File: config.mk
export PLATFORM = sky130hd
export DESIGN_NAME = keypad_debounce_press_classifier_unit
export DESIGN_NICKNAME = d
export VERILOG_FILES = /design/src/hw/rtl/kdpc_pkg.sv /design/src/hw/rtl/keypad_debounce_press_classifier_unit.sv
export SDC_FILE = /design/constraint.sdc
export NUM_CORES = 1
export LEC_CHECK = 0
export BUFFER_PORTS_ARGS = -buffer_cell sky130_fd_sc_hd__buf_2
export CAP_MARGIN = 20
export CELL_PAD_IN_SITES_DETAIL_PLACEMENT = 1
export CELL_PAD_IN_SITES_GLOBAL_PLACEMENT = 2
export CORE_MARGIN = 5
export CORE_UTILIZATION = 41
export DETAILED_ROUTE_END_ITERATION = 10
export PLACE_DENSITY = 0.92
export SYNTH_ARGS = -nofsm -noshare
export SYNTH_HDL_FRONTEND = slang
export SYNTH_SLANG_ARGS = --single-unit
File: constraint.sdc
create_clock -name clk -period 16.79 [get_ports clk]
set_clock_uncertainty 0.2 [all_clocks]
set_input_delay 0.8395 -clock clk [delete_from_list [all_inputs] [get_ports clk]]
set_output_delay 0.8395 -clock clk [all_outputs]
set_load 0.01 [all_outputs]
File: src/hw/rtl/kdpc_pkg.sv
// kdpc_pkg: shared types and constants of the keypad debounce and press classifier
// key masks, special key codes, event codes and configuration register indexes
// no dependencies
package kdpc_pkg;

  localparam int unsigned KEY_COUNT = 5;

  localparam int unsigned CODE_W  = 7;
  localparam int unsigned EVENT_W = 3;
  localparam int unsigned CFG_IDX_W  = 3;
  localparam int unsigned CFG_DATA_W = 16;

  localparam logic [KEY_COUNT-1:0] BTN_UP    = 5'h01;
  localparam logic [KEY_COUNT-1:0] BTN_DOWN  = 5'h02;
  localparam logic [KEY_COUNT-1:0] BTN_LEFT  = 5'h04;
  localparam logic [KEY_COUNT-1:0] BTN_RIGHT = 5'h08;
  localparam logic [KEY_COUNT-1:0] BTN_ENTER = 5'h10;

  localparam logic [CODE_W-1:0] CODE_ENTER = 7'h10;
  localparam logic [CODE_W-1:0] CODE_HOME  = 7'h54;

  localparam logic [EVENT_W-1:0] EV_NONE  = 3'd0;
  localparam logic [EVENT_W-1:0] EV_UP    = 3'd1;
  localparam logic [EVENT_W-1:0] EV_DOWN  = 3'd2;
  localparam logic [EVENT_W-1:0] EV_LEFT  = 3'd3;
  localparam logic [EVENT_W-1:0] EV_RIGHT = 3'd4;
  localparam logic [EVENT_W-1:0] EV_ENTER = 3'd5;
  localparam logic [EVENT_W-1:0] EV_HOME  = 3'd6;

  localparam logic [CFG_IDX_W-1:0] CFG_DEBOUNCE     = 3'd0;
  localparam logic [CFG_IDX_W-1:0] CFG_REPEAT_FIRST = 3'd1;
  localparam logic [CFG_IDX_W-1:0] CFG_REPEAT_INTVL = 3'd2;
  localparam logic [CFG_IDX_W-1:0] CFG_LONG_REPEATS = 3'd3;
  localparam logic [CFG_IDX_W-1:0] CFG_ENTER_LONG   = 3'd4;
  localparam logic [CFG_IDX_W-1:0] CFG_RELEASE      = 3'd5;
  localparam logic [CFG_IDX_W-1:0] CFG_ENTER_MIN    = 3'd6;
  localparam logic [CFG_IDX_W-1:0] CFG_ENTER_WINDOW = 3'd7;

  typedef struct packed {
    logic [CODE_W-1:0]  key_code;
    logic               short_flag;
    logic               repeat_flag;
    logic               long_flag;
    logic [EVENT_W-1:0] event_code;
  } result_t;

endpackage

File: src/hw/rtl/keypad_debounce_press_classifier_unit.sv
// keypad_debounce_press_classifier_unit: top level of the keypad press classifier
// debounce, auto-repeat, long press, enter/home handling and a two-entry result queue
// depends on kdpc_pkg
//
// One pin sample per transaction on the input channel gives exactly one result
// transaction. Each sample is classified in the cycle it is accepted: the key
// counters and compares are updated in one pass and the result is written to a
// two-entry output queue (result register plus skid register), so a new sample
// can be taken in every cycle while the skid register is empty, also while one
// result waits on a stalled output. in_stall rises only when both queue entries
// are full. Configuration registers are written through cfg_wr_en / cfg_index /
// cfg_data and take effect on the next sample; write them only while no results
// are pending.
module keypad_debounce_press_classifier_unit (
  input  logic                           clk,
  input  logic                           rst_n,
  input  logic                           in_valid,
  output logic                           in_stall,
  input  logic [kdpc_pkg::KEY_COUNT-1:0] in_raw_pins,
  output logic                           out_valid,
  input  logic                           out_stall,
  output logic [kdpc_pkg::CODE_W-1:0]    out_key_code,
  output logic                           out_short_flag,
  output logic                           out_repeat_flag,
  output logic                           out_long_flag,
  output logic [kdpc_pkg::EVENT_W-1:0]   out_event_code,
  input  logic                           cfg_wr_en,
  input  logic [kdpc_pkg::CFG_IDX_W-1:0] cfg_index,
  input  logic [kdpc_pkg::CFG_DATA_W-1:0] cfg_data
);
  import kdpc_pkg::*;

  // configuration registers
  logic [7:0]  debounce_r;
  logic [14:0] repeat_first_r;
  logic [14:0] repeat_intvl_r;
  logic [3:0]  long_repeats_r;
  logic [15:0] enter_long_r;
  logic [7:0]  release_r;
  logic [7:0]  enter_min_r;
  logic [7:0]  enter_window_r;

  // classifier state
  logic [KEY_COUNT-1:0] prev_keys_r, prev_keys_nxt;
  logic [15:0] hold_cnt_r, hold_cnt_nxt;
  logic [7:0]  repeat_cnt_r, repeat_cnt_nxt;
  logic [15:0] enter_cnt_r, enter_cnt_nxt;
  logic [7:0]  release_cnt_r, release_cnt_nxt;
  logic        lock_r, lock_nxt;

  // output queue
  result_t res_r, res_nxt;
  result_t skid_r, skid_nxt;
  logic    res_vld_r, res_vld_nxt;
  logic    skid_vld_r, skid_vld_nxt;

  logic    in_acc;
  logic    out_acc;
  result_t cur;

  logic [KEY_COUNT-1:0] keys;
  logic [15:0] release_inc;
  logic [15:0] enter_inc;
  logic [15:0] hold_inc;
  logic [7:0]  repeat_inc;
  logic [7:0]  repeat_cur;
  logic [15:0] repeat_point;
  logic [8:0]  enter_limit;
  logic [7:0]  release_sat;

  assign in_stall  = skid_vld_r;
  assign in_acc    = in_valid & ~skid_vld_r;
  assign out_valid = res_vld_r;
  assign out_acc   = res_vld_r & ~out_stall;

  assign out_key_code    = res_r.key_code;
  assign out_short_flag  = res_r.short_flag;
  assign out_repeat_flag = res_r.repeat_flag;
  assign out_long_flag   = res_r.long_flag;
  assign out_event_code  = res_r.event_code;

  always_ff @(posedge clk) begin
    if (!rst_n) begin
      debounce_r     <= 8'd3;
      repeat_first_r <= 15'd500;
      repeat_intvl_r <= 15'd10;
      long_repeats_r <= 4'd5;
      enter_long_r   <= 16'd60;
      release_r      <= 8'd3;
      enter_min_r    <= 8'd3;
      enter_window_r <= 8'd30;
    end else if (cfg_wr_en) begin
      unique case (cfg_index)
        CFG_DEBOUNCE:     debounce_r     <= cfg_data[7:0];
        CFG_REPEAT_FIRST: repeat_first_r <= cfg_data[14:0];
        CFG_REPEAT_INTVL: repeat_intvl_r <= cfg_data[14:0];
        CFG_LONG_REPEATS: long_repeats_r <= cfg_data[3:0];
        CFG_ENTER_LONG:   enter_long_r   <= cfg_data;
        CFG_RELEASE:      release_r      <= cfg_data[7:0];
        CFG_ENTER_MIN:    enter_min_r    <= cfg_data[7:0];
        CFG_ENTER_WINDOW: enter_window_r <= cfg_data[7:0];
      endcase
    end
  end

  // classification of one sample
  always_comb begin
    keys = ~in_raw_pins;

    prev_keys_nxt   = keys;
    hold_cnt_nxt    = hold_cnt_r;
    repeat_cnt_nxt  = repeat_cnt_r;
    enter_cnt_nxt   = enter_cnt_r;
    release_cnt_nxt = release_cnt_r;
    lock_nxt        = lock_r;

    cur = '0;

    release_sat  = (release_cnt_r != 8'hFF) ? release_cnt_r + 8'd1 : 8'hFF;
    release_inc  = {8'd0, release_sat};
    enter_inc    = (enter_cnt_r != 16'hFFFF) ? enter_cnt_r + 16'd1 : 16'hFFFF;
    hold_inc     = (hold_cnt_r != 16'hFFFF) ? hold_cnt_r + 16'd1 : 16'hFFFF;
    repeat_inc   = (repeat_cnt_r != 8'hFF) ? repeat_cnt_r + 8'd1 : 8'hFF;
    repeat_point = {1'b0, repeat_first_r} + {1'b0, repeat_intvl_r};
    enter_limit  = {1'b0, enter_min_r} + {1'b0, enter_window_r};
    repeat_cur   = repeat_cnt_r;

    // enter / home path and release lock
    if (lock_r) begin
      if (keys == '0) begin
        if (release_inc >= {8'd0, release_r}) begin
          release_cnt_nxt = '0;
          lock_nxt        = 1'b0;
        end else begin
          release_cnt_nxt = release_sat;
        end
      end else begin
        release_cnt_nxt = '0;
      end
    end else if (keys == BTN_ENTER) begin
      if (enter_inc >= enter_long_r) begin
        enter_cnt_nxt = '0;
        cur.key_code  = CODE_HOME;
        cur.long_flag = 1'b1;
        lock_nxt      = 1'b1;
      end else begin
        enter_cnt_nxt = enter_inc;
      end
    end else begin
      if (enter_cnt_r >= {8'd0, enter_min_r} && enter_cnt_r < {7'd0, enter_limit}) begin
        cur.key_code   = CODE_ENTER;
        cur.short_flag = 1'b1;
      end
      enter_cnt_nxt = '0;
    end

    // normal debounce path, runs also while locked
    if (keys == '0 || keys != prev_keys_r || keys == BTN_ENTER) begin
      hold_cnt_nxt   = '0;
      repeat_cnt_nxt = '0;
    end else begin
      hold_cnt_nxt = hold_inc;
      if (hold_inc == {8'd0, debounce_r}) begin
        cur.key_code   = {2'b00, keys};
        cur.short_flag = 1'b1;
      end
      if (hold_inc == repeat_point) begin
        cur.key_code    = {2'b00, keys};
        cur.repeat_flag = 1'b1;
        hold_cnt_nxt    = {1'b0, repeat_first_r};
        repeat_cur      = repeat_inc;
      end
      repeat_cnt_nxt = repeat_cur;
      if (repeat_cur == {4'd0, long_repeats_r}) begin
        cur.key_code   = {2'b00, keys};
        cur.long_flag  = 1'b1;
        repeat_cnt_nxt = {3'd0, {1'b0, long_repeats_r} + 5'd1};
      end
    end

    // event mapping, later matches win
    if (cur.key_code != '0) begin
      if (cur.short_flag && cur.key_code == {2'b00, BTN_UP})    cur.event_code = EV_UP;
      if (cur.short_flag && cur.key_code == {2'b00, BTN_DOWN})  cur.event_code = EV_DOWN;
      if (cur.short_flag && cur.key_code == {2'b00, BTN_LEFT})  cur.event_code = EV_LEFT;
      if (cur.short_flag && cur.key_code == {2'b00, BTN_RIGHT}) cur.event_code = EV_RIGHT;
      if (cur.key_code == CODE_ENTER) cur.event_code = EV_ENTER;
      if (cur.key_code == CODE_HOME)  cur.event_code = EV_HOME;
    end else begin
      cur.event_code = EV_NONE;
    end
  end

  always_ff @(posedge clk) begin
    if (!rst_n) begin
      prev_keys_r   <= '0;
      hold_cnt_r    <= '0;
      repeat_cnt_r  <= '0;
      enter_cnt_r   <= '0;
      release_cnt_r <= '0;
      lock_r        <= 1'b0;
    end else if (in_acc) begin
      prev_keys_r   <= prev_keys_nxt;
      hold_cnt_r    <= hold_cnt_nxt;
      repeat_cnt_r  <= repeat_cnt_nxt;
      enter_cnt_r   <= enter_cnt_nxt;
      release_cnt_r <= release_cnt_nxt;
      lock_r        <= lock_nxt;
    end
  end

  // result queue: skid entry fills only while the result register is held
  always_comb begin
    res_nxt      = res_r;
    skid_nxt     = skid_r;
    res_vld_nxt  = res_vld_r;
    skid_vld_nxt = skid_vld_r;
    if (out_acc) begin
      if (skid_vld_r) begin
        res_nxt      = skid_r;
        skid_vld_nxt = 1'b0;
      end else begin
        res_nxt     = cur;
        res_vld_nxt = in_acc;
      end
    end else if (in_acc) begin
      if (!res_vld_r) begin
        res_nxt     = cur;
        res_vld_nxt = 1'b1;
      end else begin
        skid_nxt     = cur;
        skid_vld_nxt = 1'b1;
      end
    end
  end

  always_ff @(posedge clk) begin
    if (!rst_n) begin
      res_vld_r  <= 1'b0;
      skid_vld_r <= 1'b0;
    end else begin
      res_vld_r  <= res_vld_nxt;
      skid_vld_r <= skid_vld_nxt;
    end
  end

  always_ff @(posedge clk) begin
    res_r  <= res_nxt;
    skid_r <= skid_nxt;
  end

endmodule
======== Word level (Yosys, flattened, before mapping) ========
Cells that the tools add are included.
Widths: inputs -> output; s select.
storage, ports and cells
  bits in writable memories ............... 0
  output and inout bits ................... 15
  memories kept ........................... 0
  bits in latches ......................... 0
  flip-flop bits (word level) ............. 164
  memory bits (read-only) ................. 0
operators by class
  divide/modulo/power cells ............... 0
  muxes and demuxes ....................... 45
  eq/ne operators ......................... 24
  $mul .................................... 0
  order comparisons ....................... 4
  add/sub/neg operators ................... 7
  bitwise gates (word level) .............. 8
  reduce and logical (&&, ||, !) cells .... 26
  shift operators ......................... 0
operators by type and width
  operator               count
  $mux 16                6
  $mux 8                 10
  $mux 13                4
  $add 16x1->16 const B  2
  $ne 16x16->1 const B   2
  $mux 7                 4
  $reduce_and 2->1       13
  $mux 3                 6
  $add 15x15->16         1
  $add 8x1->8 const B    2
  $eq 16x16->1           1
  $eq 16x8->1            1
  $ge 16x16->1           1
  $ge 16x8->1            1
  $lt 16x9->1            1
  $ne 8x8->1 const B     2
  $mux 1                 13
  $eq 3x3->1 const B     4
  $mux 10                1
  $add 8x8->9            1
  $eq 8x4->1             1
  $ge 8x8->1             1
  $eq 7x1->1 const B     1
  $eq 7x2->1 const B     1
  23 further kinds       34

======== Logic depth before layout (Yosys ltp) ========
Gate-level depths: netlist of run 1.
  depth in word-level cells ............... 22
  gate-level depth with buffers ........... 25
  gate-level depth less buffers ........... 24

======== Worst setup path after synthesis of run 1 ========
OpenSTA, ideal clock, no wires.
  path kind ............................... reg-to-reg
  start point ............................. register enter_cnt_r[0]
  end point ............................... register enter_cnt_r[10]
  library setup time ...................... 0.065 ns
  setup slack ............................. 11.323 ns
  buffers on the path ..................... 2
  stages on the path, launching flop included .. 26
  data required time ...................... 16.525 ns
  data arrival time ....................... 5.202 ns
  path through ............................ dfxtp_1 ha_1 and3_1 and3_1 and3_1 and3_1 and2_1 and3_1 nand4_1 clkbuf_1 nand2_1 inv_1 ha_1 nand2b_1 a21o_1 a21o_1 a21o_1 a21o_1 a21o_1 a21o_1 a21o_1 a21o_1 a2111oi_1 clkbuf_1 a22oi_1 nor2_1
between the ends
  longest elaborated chain between the ends .. 5
  elaborated cells on any way between the ends .. 6
  classes of those cells .................. add/sub: 1; order compare: 1; eq/ne: 1; mux: 3
RTL lines
  item                                                  line                                          RTL
  start: declaration                                    keypad_debounce_press_classifier_unit.sv:47   logic [15:0] enter_cnt_r, enter_cnt_nxt;
  start signal: assignment                              keypad_debounce_press_classifier_unit.sv:206  enter_cnt_r <= enter_cnt_nxt;
  $add 16x1->16 / $ne 16x16->1 (equally long branches)  keypad_debounce_press_classifier_unit.sv:121  enter_inc = (enter_cnt_r != 16'hFFFF) ? enter_cnt_r + 16'd1 : 16'hFFFF;
  $mux 16 (*)                                           keypad_debounce_press_classifier_unit.sv:121
  $ge 16x16->1                                          keypad_debounce_press_classifier_unit.sv:141  if (enter_inc >= enter_long_r) begin
  $mux 16 (*)                                           keypad_debounce_press_classifier_unit.sv:141
  $mux 16 (*)                                           keypad_debounce_press_classifier_unit.sv:140  end else if (keys == BTN_ENTER) begin
Every way passes the cells marked *; elsewhere a longest branch is shown, timed or not.
A chain may end at the register's enable or synchronous reset.

==> summary.md, run 1 <==
| Metric | Value |
|---|---|
| Total Wirelength | `31780 um` |
| Mean number of vias per cell | `5.781` |
| Final hold vios | `0` |
| FF-to-FF Start | `enter_cnt_r[1]$_SDFFE_PN0P_` |
| DRT antenna net count | `0` |
| Source of the worst hold timing path | `release_r[3]$_SDFFE_PN0P_` |
| Internal power | `0.6338 mW` |
| Number of flip-flops and latches in the synthesized netlist | `162` |
| Latest clock arrival within the worst-skew pair | `440 ps` |
| CTS sink cnt | `162` |
| Number of core rows | `58` |
| Starting utilization of the core area | `41.26%` |
| Filler cell count in the final layout | `3109` |
| Netlist cell types | `81` |
| Sequential share of power | `45.6%` |
| Yosys top cell by area | `dfxtp_1` |
| Final period util | `34.19%` |
| EDFF count, synth | `24` |
| Die area | `28390 um2` |
| Vias in the first global route | `9511` |
| Placed Instance Area | `10670 um2` |
| Top-count cell post-synth | `nand2_1` |
| Port-buffer cells | `42` |
| Largest cells by area after synthesis | `dfxtp_1 27%, nand2_1 8.5%, ha_1 8.3%` |
| Stage delay of the slowest cell on the critical path | `480 ps` |
| Wire length of the first global-routing pass | `51410 um` |
| Die extent in y | `168.5 um` |
| Post-synthesis cell count | `1305` |
| Non-filler instance count after layout | `1646` |
| Total global-route track usage | `22.25%` |
| Pins over their slew limit | `0` |
| Initial antenna violation count | `0` |
| Setup TNS | `0 ps` |
| Achievable frequency | `174.2 MHz` |
| Net count after synthesis | `1404` |
| Relative area change from synthesis to final layout | `10.11%` |
| Die span in x | `168.5 um` |
| Ant. Diodes | `0` |
| Post-placement cell count | `1609` |
| Routed len/inst | `19.31 um` |
| Area of the core | `24960 um2` |
| Worst-case clock buffer depth | `2` |
| Cell breakdown of the critical path | `ha_1 > and3_1 > and3_1 > and3_1 > and3_1 > and2_1 > and3_1 > nand4_1 > nand2_1 > inv_1 > ha_1 > nand2b_1 > a21o_1 > a21o_1 > a21o_1 > a21o_1 > a21o_1 > a21o_1 > a21o_1 > nand3_1 > a21o_1 > inv_1 > nor4b_4 > o31ai_2` |
| Proportion of total power due to net switching | `29.20%` |
| Async set or reset register ratio after synthesis | `0%` |
| Portion of synthesized cell area occupied by the leading cell type | `26.82%` |
| Run status | `completed` |
| Critical path startpoint | `enter_cnt_r[1]$_SDFFE_PN0P_` |
| Postcts setup bufs | `0` |
| Net Switching | `0.2614 mW` |
| Final critical path time including I/O delays and setup | `5741 ps` |
| Worst relative slew slack | `41.91%` |
| H-tree depth | `4` |
| Clock tree from TritonCTS | `yes` |
| Post-Syn Area | `10300 um2` |
| Total DRC errors in the routed layout | `0` |
| Finished Cell Area | `11340 um2` |
| Seq/Total Area, Yosys | `33.82%` |
| Portion of total power attributed to combinational logic | `9.0%` |
| Initial DRT Pass Iterations | `5` |
| Final Core Density | `45.43%` |
| Power per cell area | `78.92 nW/um2` |
| Hold Buf Count CTS | `0` |
| Type of the tightest min-delay check | `flip-flop to flip-flop` |
| CP Data Required Time | `16770 ps` |
| Number of I/O pins | `44` |
| WS Path Type | `flip-flop to flip-flop` |
| RSZ-0062 raised after global routing | `false` |
| Pin count of the biggest net entering global routing | `74` |
| Total global routing overflow | `0` |
| Clock buffer count from CTS | `17` |
| Critical-path maximum fanout | `13` |
| Most repeated library cell on the critical path | `a21o_1` |
| Dominant register cell in the synthesized netlist | `dfxtp_1` |
| Number of warnings issued by yosys | `0` |
| Commonest cells in the netlist | `234 x nand2_1, 138 x dfxtp_1, 122 x a21oi_1` |
| Worst setup SP type | `flip-flop` |
| Buffer cell driving the clock tree root | `clkbuf_16` |
| Hpwl dp | `23360 um` |
| Number of setup violations in the final report | `0` |
| Cts repair resizes | `0` |
| Max_cap viols | `0` |
| CTS clk-pin slew, worst paths | `80 ps` |
| Layout cell share with drive strength beyond 1 | `8.739%` |
| Slew @ Worst Pin | `868.1 ps` |
| Portion of total power attributed to the clock network | `45.4%` |
| Buffers and inverters on the worst path | `2` |
| Worst path slowest cell | `nand4_1` |
| Top cell family by delay on the critical path | `simple AND/OR/NAND/NOR gates` |
| Violation count after the first detailed-route iteration | `658` |
| Final Power | `0.8951 mW` |
| Number of nets in the layout | `1402` |
| DR vias | `9515` |
| Max rail drop VDD | `59.86 uV` |
| Kind of end point of the critical path | `flip-flop` |
| Final GP Congestion | `0.8351` |
| Mean instance size in the synthesized netlist | `7.894 um2` |
| Static leakage power | `4.700 nW` |
| Arrival time of the worst setup path | `5720 ps` |
-- metal layers --
metal / track usage, % / share of wire [%] / vias up
met2: 37.86 / 48 / 169
met4: 5.116 / 1.4 / 0
met3: 3.293 / 3.6 / 33
met1: 29.97 / 47 / 4692
met5: 0 / 0 / -
li1: - / - / 4621
-- power groups by stage --
stage / logic, mW / registers, mW / clock network [mW]
6_report: 0.0807 / 0.408 / 0.406
4_1_cts: 0.0798 / 0.408 / 0.412
3_5_place_dp: 0.0788 / 0.417 / 0
3_3_place_gp: 0.0766 / 0.417 / 0
5_1_grt: 0.0888 / 0.409 / 0.429
2_1_floorplan: 0.0509 / 0.417 / 0
-- flip-flops by register name, summed over array words and instances, names as in the netlist, 5 cells and up --
| register | flops |
|---|---|
| enter_long_r | 16 |
| prev_keys_r | 5 |
| release_cnt_r | 8 |
| out_key_code | 6 |
| skid_r | 12 |
| enter_cnt_r | 16 |
| release_r | 8 |
| enter_window_r | 8 |
| hold_cnt_r | 16 |
| debounce_r | 8 |
| repeat_first_r | 15 |
| repeat_intvl_r | 15 |
| enter_min_r | 8 |
| repeat_cnt_r | 8 |
-- logic make-up after synthesis --
family | count (synthesis) | synth area share (%)
simple gates | 539 | 24.73
flops | 162 | 33.82
xor+xnor | 61 | 5.599
buf+inv | 127 | 4.956
fa+ha+maj | 70 | 8.648
compound gates | 328 | 20.55
other cells | 1 | 0.03640
mux | 17 | 1.664
-- per-stage QoR --
stage / setup slack (ps) / hold WS (ps)
after floorplan: 11320 / 236.3
after global routing: 10620 / 270.7
final: 11050 / 256.3
after detailed placement: 11170 / 248.9
after CTS: 11060 / 258.9
after global placement: 11330 / 244.5
-- path summary, 6_finish.rpt --
check | slack (ps) | cells past startpoint | end
min reg2reg | 260 | 2 | release_r[3]$_SDFFE_PN0P_
max reg2reg | 11050 | 24 | out_key_code[4]$_DFFE_PP_
min | 260 | 2 | release_r[3]$_SDFFE_PN0P_
max | 11050 | 24 | out_key_code[4]$_DFFE_PP_
-- cell usage in the layout (no fill, tap or decap), types with 8 or more instances in the layout --
cell       count
a31oi_1       16
clkbuf_16     17
nor2b_1       11
a21oi_1      122
buf_2         42
xnor2_1       40
a22oi_1       34
buf_4          9
dfxtp_1      138
a211oi_1      10
a21o_1        30
xor2_1        18
nand3_1       55
nor2_1       102
inv_1         51
nor3_1        17
o21ai_0       41
nand2b_1      26
mux2i_1       16
and3_1        27
nand4_1       19
edfxtp_1      24
nand2_1      234
ha_1          68
o211ai_1      15
or3_1          8
-- layout make-up --
cell class | instances | area (um2) | share of cell area [%]
clock buffers | 17 | 425.4 | 3.751
clock inverters | 15 | 198.9 | 1.754
inverters | 52 | 196.4 | 1.732
well taps | 330 | 412.9 | 3.640
repair buffers | 54 | 307.8 | 2.714
multi-input cells | 1016 | 6317 | 55.70
flip-flops and latches | 162 | 3483 | 30.71
-- worst reg2reg max path: stages (launching register included) --
cell	delay (ps)
dfxtp_1	430
ha_1	250
and3_1	210
and3_1	190
and3_1	200
and3_1	180
and2_1	170
and3_1	260
nand4_1	480
nand2_1	260
inv_1	70
ha_1	260
nand2b_1	140
a21o_1	180
a21o_1	170
a21o_1	170
a21o_1	180
a21o_1	180
a21o_1	170
a21o_1	200
nand3_1	110
a21o_1	240
inv_1	150
nor4b_4	320
o31ai_2	100
No activity file was read; power rests on OpenSTA's default activity.
==> inputs of run 2 (changes only) <==
--- a/config.mk
+++ b/config.mk
@@ -5,14 +5,15 @@
 export SDC_FILE = /design/constraint.sdc
 export NUM_CORES = 1
 export LEC_CHECK = 0
+export ABC_AREA = 1
 export BUFFER_PORTS_ARGS = -buffer_cell sky130_fd_sc_hd__buf_2
 export CAP_MARGIN = 20
 export CELL_PAD_IN_SITES_DETAIL_PLACEMENT = 1
 export CELL_PAD_IN_SITES_GLOBAL_PLACEMENT = 2
 export CORE_MARGIN = 5
-export CORE_UTILIZATION = 41
+export CORE_UTILIZATION = 32
 export DETAILED_ROUTE_END_ITERATION = 10
-export PLACE_DENSITY = 0.92
+export PLACE_DENSITY = 0.82
 export SYNTH_ARGS = -nofsm -noshare
 export SYNTH_HDL_FRONTEND = slang
 export SYNTH_SLANG_ARGS = --single-unit
==> constraint.sdc (replaced) <==
create_clock -name clk -period 5.2 [get_ports clk]
set_clock_uncertainty 0.2 [all_clocks]
set_input_delay 0.26 -clock clk [delete_from_list [all_inputs] [get_ports clk]]
set_output_delay 0.26 -clock clk [all_outputs]
set_load 0.01 [all_outputs]
==> summary.md, run 2 <==
| Metric | Value |
|---|---|
| Clock tree from TritonCTS | `yes (unchanged)` |
| Mean instance size in the synthesized netlist | `6.666 um2 (was 7.894 um2)` |
| Ant. Diodes | `0 (unchanged)` |
| Number of flip-flops and latches in the synthesized netlist | `162 (unchanged)` |
| Async set or reset register ratio after synthesis | `0% (unchanged)` |
| EDFF count, synth | `24 (unchanged)` |
| Pin count of the biggest net entering global routing | `88 (was 74)` |
| Placed Instance Area | `11580 um2 (was 10670 um2)` |
| CTS sink cnt | `162 (unchanged)` |
| Most repeated library cell on the critical path | `nand2_1 (was a21o_1)` |
| Buffers and inverters on the worst path | `5 (was 2)` |
| Initial DRT Pass Iterations | `5 (unchanged)` |
| Total Wirelength | `34780 um (was 31780 um)` |
| Pins over their slew limit | `0 (unchanged)` |
| Yosys top cell by area | `dfxtp_1 (unchanged)` |
| Static leakage power | `5.764 nW (was 4.700 nW)` |
| Arrival time of the worst setup path | `4630 ps (was 5720 ps)` |
| Final hold vios | `0 (unchanged)` |
| Final critical path time including I/O delays and setup | `4619 ps (was 5741 ps)` |
| Power per cell area | `241.1 nW/um2 (was 78.92 nW/um2)` |
| Routed len/inst | `16.20 um (was 19.31 um)` |
| Number of warnings issued by yosys | `0 (unchanged)` |
| Wire length of the first global-routing pass | `57040 um (was 51410 um)` |
| Area of the core | `33620 um2 (was 24960 um2)` |
| Final GP Congestion | `0.9693 (was 0.8351)` |
| Worst-case clock buffer depth | `2 (unchanged)` |
| Starting utilization of the core area | `32.46% (was 41.26%)` |
| Post-Syn Area | `10910 um2 (was 10300 um2)` |
| Relative area change from synthesis to final layout | `13.12% (was 10.11%)` |
| Filler cell count in the final layout | `4339 (was 3109)` |
| Total global-route track usage | `18.54% (was 22.25%)` |
| Most frequent standard cell in the layout excluding fill and tap cells | `nand2_1 (unchanged)` |
| Achievable frequency | `216.5 MHz (was 174.2 MHz)` |
| H-tree depth | `4 (unchanged)` |
| Die extent in y | `194.7 um (was 168.5 um)` |
| DRT antenna net count | `0 (unchanged)` |
| Layout cell share with drive strength beyond 1 | `8.888% (was 8.739%)` |
| CP Data Required Time | `5210 ps (was 16770 ps)` |
| Postcts setup bufs | `0 (unchanged)` |
| Combined flip-flop and latch cell area | `3483 um2 (unchanged)` |
| Total DRC errors in the routed layout | `0 (unchanged)` |
| Top cell family by delay on the critical path | `simple AND/OR/NAND/NOR gates (unchanged)` |
| Number of core rows | `67 (was 58)` |
| Type of the tightest min-delay check | `input port to flip-flop (was flip-flop to flip-flop)` |
| Stage delay of the slowest cell on the critical path | `410 ps (was 480 ps)` |
| Final Core Density | `36.72% (was 45.43%)` |
| Commonest cells in the netlist | `401 x nand2_1, 208 x inv_1, 193 x nor2_1 (was 234 x nand2_1, 138 x dfxtp_1, 122 x a21oi_1)` |
| Net Switching | `0.8412 mW (was 0.2614 mW)` |
| Number of I/O pins | `44 (unchanged)` |
| Top-count cell post-synth | `nand2_1 (unchanged)` |
| Max_cap viols | `0 (unchanged)` |
| Finished Cell Area | `12340 um2 (was 11340 um2)` |
| Registers with the highest flip-flop counts | `enter_cnt_r x16, enter_long_r x16, hold_cnt_r x16 (unchanged)` |
| DR vias | `10720 (was 9515)` |
| Run status | `completed (unchanged)` |
| Number of nets in the layout | `1785 (was 1402)` |
| Netlist cell types | `53 (was 81)` |
| Kind of end point of the critical path | `flip-flop (unchanged)` |
| Worst relative slew slack | `32.98% (was 41.91%)` |
| Die span in x | `194.7 um (was 168.5 um)` |
| Number of setup violations in the final report | `0 (unchanged)` |
| Die area | `37900 um2 (was 28390 um2)` |
| Final period util | `88.83% (was 34.19%)` |
| Latest clock arrival within the worst-skew pair | `450 ps (was 440 ps)` |
| Proportion of total power due to net switching | `28.26% (was 29.20%)` |
| Clock buffer count from CTS | `17 (unchanged)` |
| Sequential share of power | `44.7% (was 45.6%)` |
| Largest cells by area after synthesis | `dfxtp_1 25%, nand2_1 14%, ha_1 7.8% (was dfxtp_1 27%, nand2_1 8.5%, ha_1 8.3%)` |
| Violation count after the first detailed-route iteration | `477 (was 658)` |
| Internal power | `2.136 mW (was 0.6338 mW)` |
| Commonest cells after routing, fill and taps aside | `401 x nand2_1, 209 x inv_1, 193 x nor2_1, 138 x dfxtp_1, 123 x nand3_1 (was 234 x nand2_1, 138 x dfxtp_1, 122 x a21oi_1, 102 x nor2_1, 68 x ha_1)` |
| Port-buffer cells | `42 (unchanged)` |
| Mean number of vias per cell | `4.992 (was 5.781)` |
| WS Path Type | `flip-flop to flip-flop (unchanged)` |
| Worst setup SP type | `flip-flop (unchanged)` |
| Seq/Total Area, Yosys | `31.92% (was 33.82%)` |
| Worst path slowest cell | `dfxtp_1 (was nand4_1)` |
| Slew @ Worst Pin | `1002 ps (was 868.1 ps)` |
| Portion of total power attributed to the clock network | `42.9% (was 45.4%)` |
| Total global routing overflow | `0 (unchanged)` |
| Portion of total power attributed to combinational logic | `12.5% (was 9.0%)` |
| RSZ-0062 raised after global routing | `false (unchanged)` |
| Hpwl dp | `27060 um (was 23360 um)` |
| Vias in the first global route | `10930 (was 9511)` |
| Worst reg-to-reg setup slack | `580 ps (was 11050 ps)` |
| Portion of synthesized cell area occupied by the leading cell type | `25.32% (was 26.82%)` |
| Critical-path maximum fanout | `5 (was 13)` |
| Initial antenna violation count | `0 (unchanged)` |
| CTS clk-pin slew, worst paths | `60 ps (was 80 ps)` |
| Net count after synthesis | `1736 (was 1404)` |
| Setup TNS | `0 ps (unchanged)` |
| Max rail drop VDD | `233.7 uV (was 59.86 uV)` |
| Buffer cell driving the clock tree root | `clkbuf_16 (unchanged)` |
| Total area of multi-input combinational cells | `6422 um2 (was 6317 um2)` |
| Dominant register cell in the synthesized netlist | `dfxtp_1 (unchanged)` |
| Post-synthesis cell count | `1637 (was 1305)` |
## run 2: cell families (layout without fill, tap and decap cells)
family          after synthesis  count (layout)  synth area share [%]
compound gates              273             273                 14.08
mux                           2               2                0.2064
other cells                   1               1               0.03436
simple gates                840             840                 34.14
xor+xnor                     26              26                 2.087
buf+inv                     263             325                 9.367
flops                       162             162                 31.92
fa+ha+maj                    70              70                 8.163
## run 2: final timing paths
kind | startpoint | endpoint | cells past startpoint
hold reg to reg | release_r[2]$_SDFFE_PN0P_ | release_r[2]$_SDFFE_PN0P_ | 2
setup reg to reg | enter_cnt_r[1]$_SDFFE_PN0P_ | out_event_code[2]$_DFFE_PP_ | 36
setup / recovery | enter_cnt_r[1]$_SDFFE_PN0P_ | out_event_code[2]$_DFFE_PP_ | 36
hold / removal | cfg_data[2] | enter_window_r[2]$_SDFFE_PN1P_ | 3
## run 2: final cells by class
| type | count | share of cell area (%) |
|---|---|---|
| multi-input cells | 1212 | 52.03 |
| clock inverters | 10 | 0.8109 |
| flip-flops and latches | 162 | 28.22 |
| repair buffers | 70 | 3.750 |
| well taps | 448 | 4.541 |
| clock buffers | 22 | 3.852 |
| inverters | 223 | 6.801 |
## run 2: power by group through the flow
stage	logic, mW	clock network [mW]	registers [mW]
CTS	0.376	1.32	1.33
global route	0.424	1.38	1.33
global placement	0.355	0	1.36
detailed placement	0.363	0	1.36
floorplan	0.238	0	1.35
finish	0.371	1.28	1.33
## run 2: repair_timing
item                                    4_1_cts  5_1_grt
hold buffers                                 17        0
resized for setup                             0        4
hold endpoints to repair                     38        0
endpoints found under the setup margin        0        5
## run 2: tightest hold or removal path: stages
cell and delay [ps]:
buf_2 190, nand2_1 100, nand3_1 60
## run 2: layer usage
metal  global-route usage, %  up-vias  wire, um
met4                   5.417        0       761
met5                       0        -         0
met3                   2.770       39       909
met2                   30.82      121     16100
li1                        -     5472         -
met1                   25.03     5086     17010
## run 2: per-stage QoR
stage               cells  hold slack, ps  worst slack (ps)  power [mW]
floorplan            1637           150.0              1065       1.592
global placement     2098           248.2             471.4       1.712
detailed placement   2098           257.3             336.4       1.721
CTS                  2147           3.435             296.5       3.026
global route         2147           18.92             21.14       3.133
finish               2147           16.54             581.0       2.977
==> inputs of run 3 (changes only) <==
--- a/config.mk
+++ b/config.mk
@@ -10,6 +10,7 @@
 export CAP_MARGIN = 20
 export CELL_PAD_IN_SITES_DETAIL_PLACEMENT = 1
 export CELL_PAD_IN_SITES_GLOBAL_PLACEMENT = 2
+export CORE_ASPECT_RATIO = 0.7
 export CORE_MARGIN = 5
 export CORE_UTILIZATION = 32
 export DETAILED_ROUTE_END_ITERATION = 10
==> summary.md, run 3 (synthesis gave the netlist of run 2 again) <==
| Metric | Value |
|---|---|
| Pin count of the biggest net entering global routing | `89 (was 88)` |
| Top cell family by delay on the critical path | `simple AND/OR/NAND/NOR gates (unchanged)` |
| Buffer cell driving the clock tree root | `clkbuf_16 (unchanged)` |
| Ant. Diodes | `0 (unchanged)` |
| Number of I/O pins | `44 (unchanged)` |
| Die area | `37950 um2 (was 37900 um2)` |
| CTS clk-pin slew, worst paths | `70 ps (was 60 ps)` |
| Slew @ Worst Pin | `1044 ps (was 1002 ps)` |
| Placed Instance Area | `11560 um2 (was 11580 um2)` |
| Starting utilization of the core area | `32.52% (was 32.46%)` |
| Registers with the highest flip-flop counts | `enter_cnt_r x16, enter_long_r x16, hold_cnt_r x16 (unchanged)` |
| Number of setup violations in the final report | `0 (unchanged)` |
| Stage delay of the slowest cell on the critical path | `410 ps (about the same)` |
| Final period util | `89.52% (was 88.83%)` |
| Final hold vios | `0 (unchanged)` |
| Layout cell share with drive strength beyond 1 | `9.320% (was 8.888%)` |
| Power per cell area | `239.6 nW/um2 (was 241.1 nW/um2)` |
| Worst path slowest cell | `fa_1 (was dfxtp_1)` |
| Smallest hold slack | `104.4 ps (was 16.54 ps)` |
| Wire length of the first global-routing pass | `58850 um (was 57040 um)` |
| Mean number of vias per cell | `5.095 (was 4.992)` |
| Critical-path maximum fanout | `24 (was 5)` |
| Commonest cells after routing, fill and taps aside | `401 x nand2_1, 209 x inv_1, 192 x nor2_1, 137 x dfxtp_1, 122 x nand3_1 (was 401 x nand2_1, 209 x inv_1, 193 x nor2_1, 138 x dfxtp_1, 123 x nand3_1)` |
| Minimum setup slack in the final design | `544.7 ps (was 581.0 ps)` |
| Area of the core | `33560 um2 (was 33620 um2)` |
| Latest clock arrival within the worst-skew pair | `450 ps (about the same)` |
| Initial antenna violation count | `2 (was 0)` |
| Violation count after the first detailed-route iteration | `553 (was 477)` |
| Die span in x | `230.7 um (was 194.7 um)` |
| Total Wirelength | `36840 um (was 34780 um)` |
| Port-buffer cells | `42 (unchanged)` |
| Routed len/inst | `17.21 um (was 16.20 um)` |
| Number of nets in the layout | `1793 (was 1785)` |
| WS Path Type | `flip-flop to flip-flop (unchanged)` |
| Relative area change from synthesis to final layout | `13.65% (was 13.12%)` |
| Initial DRT Pass Iterations | `4 (was 5)` |
| Total global-route track usage | `19.54% (was 18.54%)` |
| H-tree depth | `4 (unchanged)` |
| DR vias | `10910 (was 10720)` |
| DP Worst Slack | `229.7 ps (was 336.4 ps)` |
| Clock buffer count from CTS | `17 (unchanged)` |
| Final GP Congestion | `0.9027 (was 0.9693)` |
| Buffers and inverters on the worst path | `3 (was 5)` |
| CP Data Required Time | `5200 ps (was 5210 ps)` |
| Most repeated library cell on the critical path | `nand2_1 (unchanged)` |
| Hpwl dp | `28630 um (was 27060 um)` |
| Final critical path time including I/O delays and setup | `4655 ps (was 4619 ps)` |
| Kind of end point of the critical path | `flip-flop (unchanged)` |
| Setup TNS | `0 ps (unchanged)` |
| Pins over their slew limit | `0 (unchanged)` |
| Arrival time of the worst setup path | `4660 ps (was 4630 ps)` |
| Max rail drop VDD | `148.0 uV (was 233.7 uV)` |
| RSZ-0062 raised after global routing | `false (unchanged)` |
| Number of core rows | `56 (was 67)` |
| Die extent in y | `164.5 um (was 194.7 um)` |
| Vias in the first global route | `10740 (was 10930)` |
| Worst setup SP type | `flip-flop (unchanged)` |
| Worst-case clock buffer depth | `2 (unchanged)` |
| CTS sink cnt | `162 (unchanged)` |
| Clock tree from TritonCTS | `yes (unchanged)` |
| Final Power | `2.972 mW (was 2.977 mW)` |
| Total DRC errors in the routed layout | `0 (unchanged)` |
| Run status | `completed (unchanged)` |
| Static leakage power | `5.792 nW (was 5.764 nW)` |
| Max_cap viols | `0 (unchanged)` |
| Finished Cell Area | `12400 um2 (was 12340 um2)` |
| Type of the tightest min-delay check | `input port to flip-flop (unchanged)` |
| Total global routing overflow | `0 (unchanged)` |
| Worst relative slew slack | `30.17% (was 32.98%)` |
| Achievable frequency | `214.8 MHz (was 216.5 MHz)` |
| DRT antenna net count | `0 (unchanged)` |
| Most frequent standard cell in the layout excluding fill and tap cells | `nand2_1 (unchanged)` |
## run 3: cell count changes in the layout (fill, tap and decap cells not counted), sizes merged
cell / before / now
dlygate4sd3: 17 / 23
clkbuf: 22 / 18
inv: 223 / 227
buf: 53 / 55
clkinvlp: 2 / 1
## run 3: layout make-up
type | count | area [um2]
Clock buffer | 18 | 429.2
Clock inverter | 13 | 127.6
Fill cell | 4309 | 21160
Inverter | 223 | 839.6
Multi-Input combinational cell | 1212 | 6440
Sequential cell | 162 | 3485
Tap cell | 435 | 544.3
Timing Repair Buffer | 78 | 538.0
## run 3: path summary, 6_finish.rpt
kind                                 end  depth (start not counted)  slack, ps                      startpoint
max          out_event_code[0]$_DFFE_PP_                         27        540  repeat_first_r[0]$_SDFFE_PN0P_
min reg2reg    release_r[5]$_SDFFE_PN0P_                          2        260       release_r[5]$_SDFFE_PN0P_
max reg2reg  out_event_code[0]$_DFFE_PP_                         27        540  repeat_first_r[0]$_SDFFE_PN0P_
min            release_r[0]$_SDFFE_PN1P_                          6        100                    cfg_index[1]
## run 3: report_power, final
group          switching [mW]  internal [mW]  total, mW
Combinational           0.254          0.122      0.376
Sequential             0.0219           1.31       1.33
Clock                   0.599          0.668       1.27
Total                   0.875           2.10       2.97
## run 3: metrics by stage
step                util [%]  std cells
finish                 36.96       2141
detailed placement     34.44       2084
CTS                    36.79       2138
floorplan                  -       1637
global placement       34.44       2084
global route           36.96       2141
## run 3: worst min-delay path: stages
cell and delay [ps]:
buf_2 110, nor2_1 50, inv_1 60, nor2_1 90, nand2_1 70, nand3_1 70
## run 3: per-layer routing
metal	routed length, um	share of wire (%)	vias to the layer above	track usage, %
met1	19340	53	5229	28.98
met3	1508	4.1	26	3.506
met2	15640	42	167	30.09
met4	325	0.88	2	3.510
li1	-	-	5484	-
met5	20	0.054	-	0
## run 3: repair_timing
| action | in CTS | in global routing |
|---|---|---|
| resized for setup | 0 | 9 |
| setup buffers | 0 | 2 |
| endpoints found under the hold margin | 53 | 0 |
| endpoints found under the setup margin | 0 | 7 |
| hold buffers | 23 | 0 |
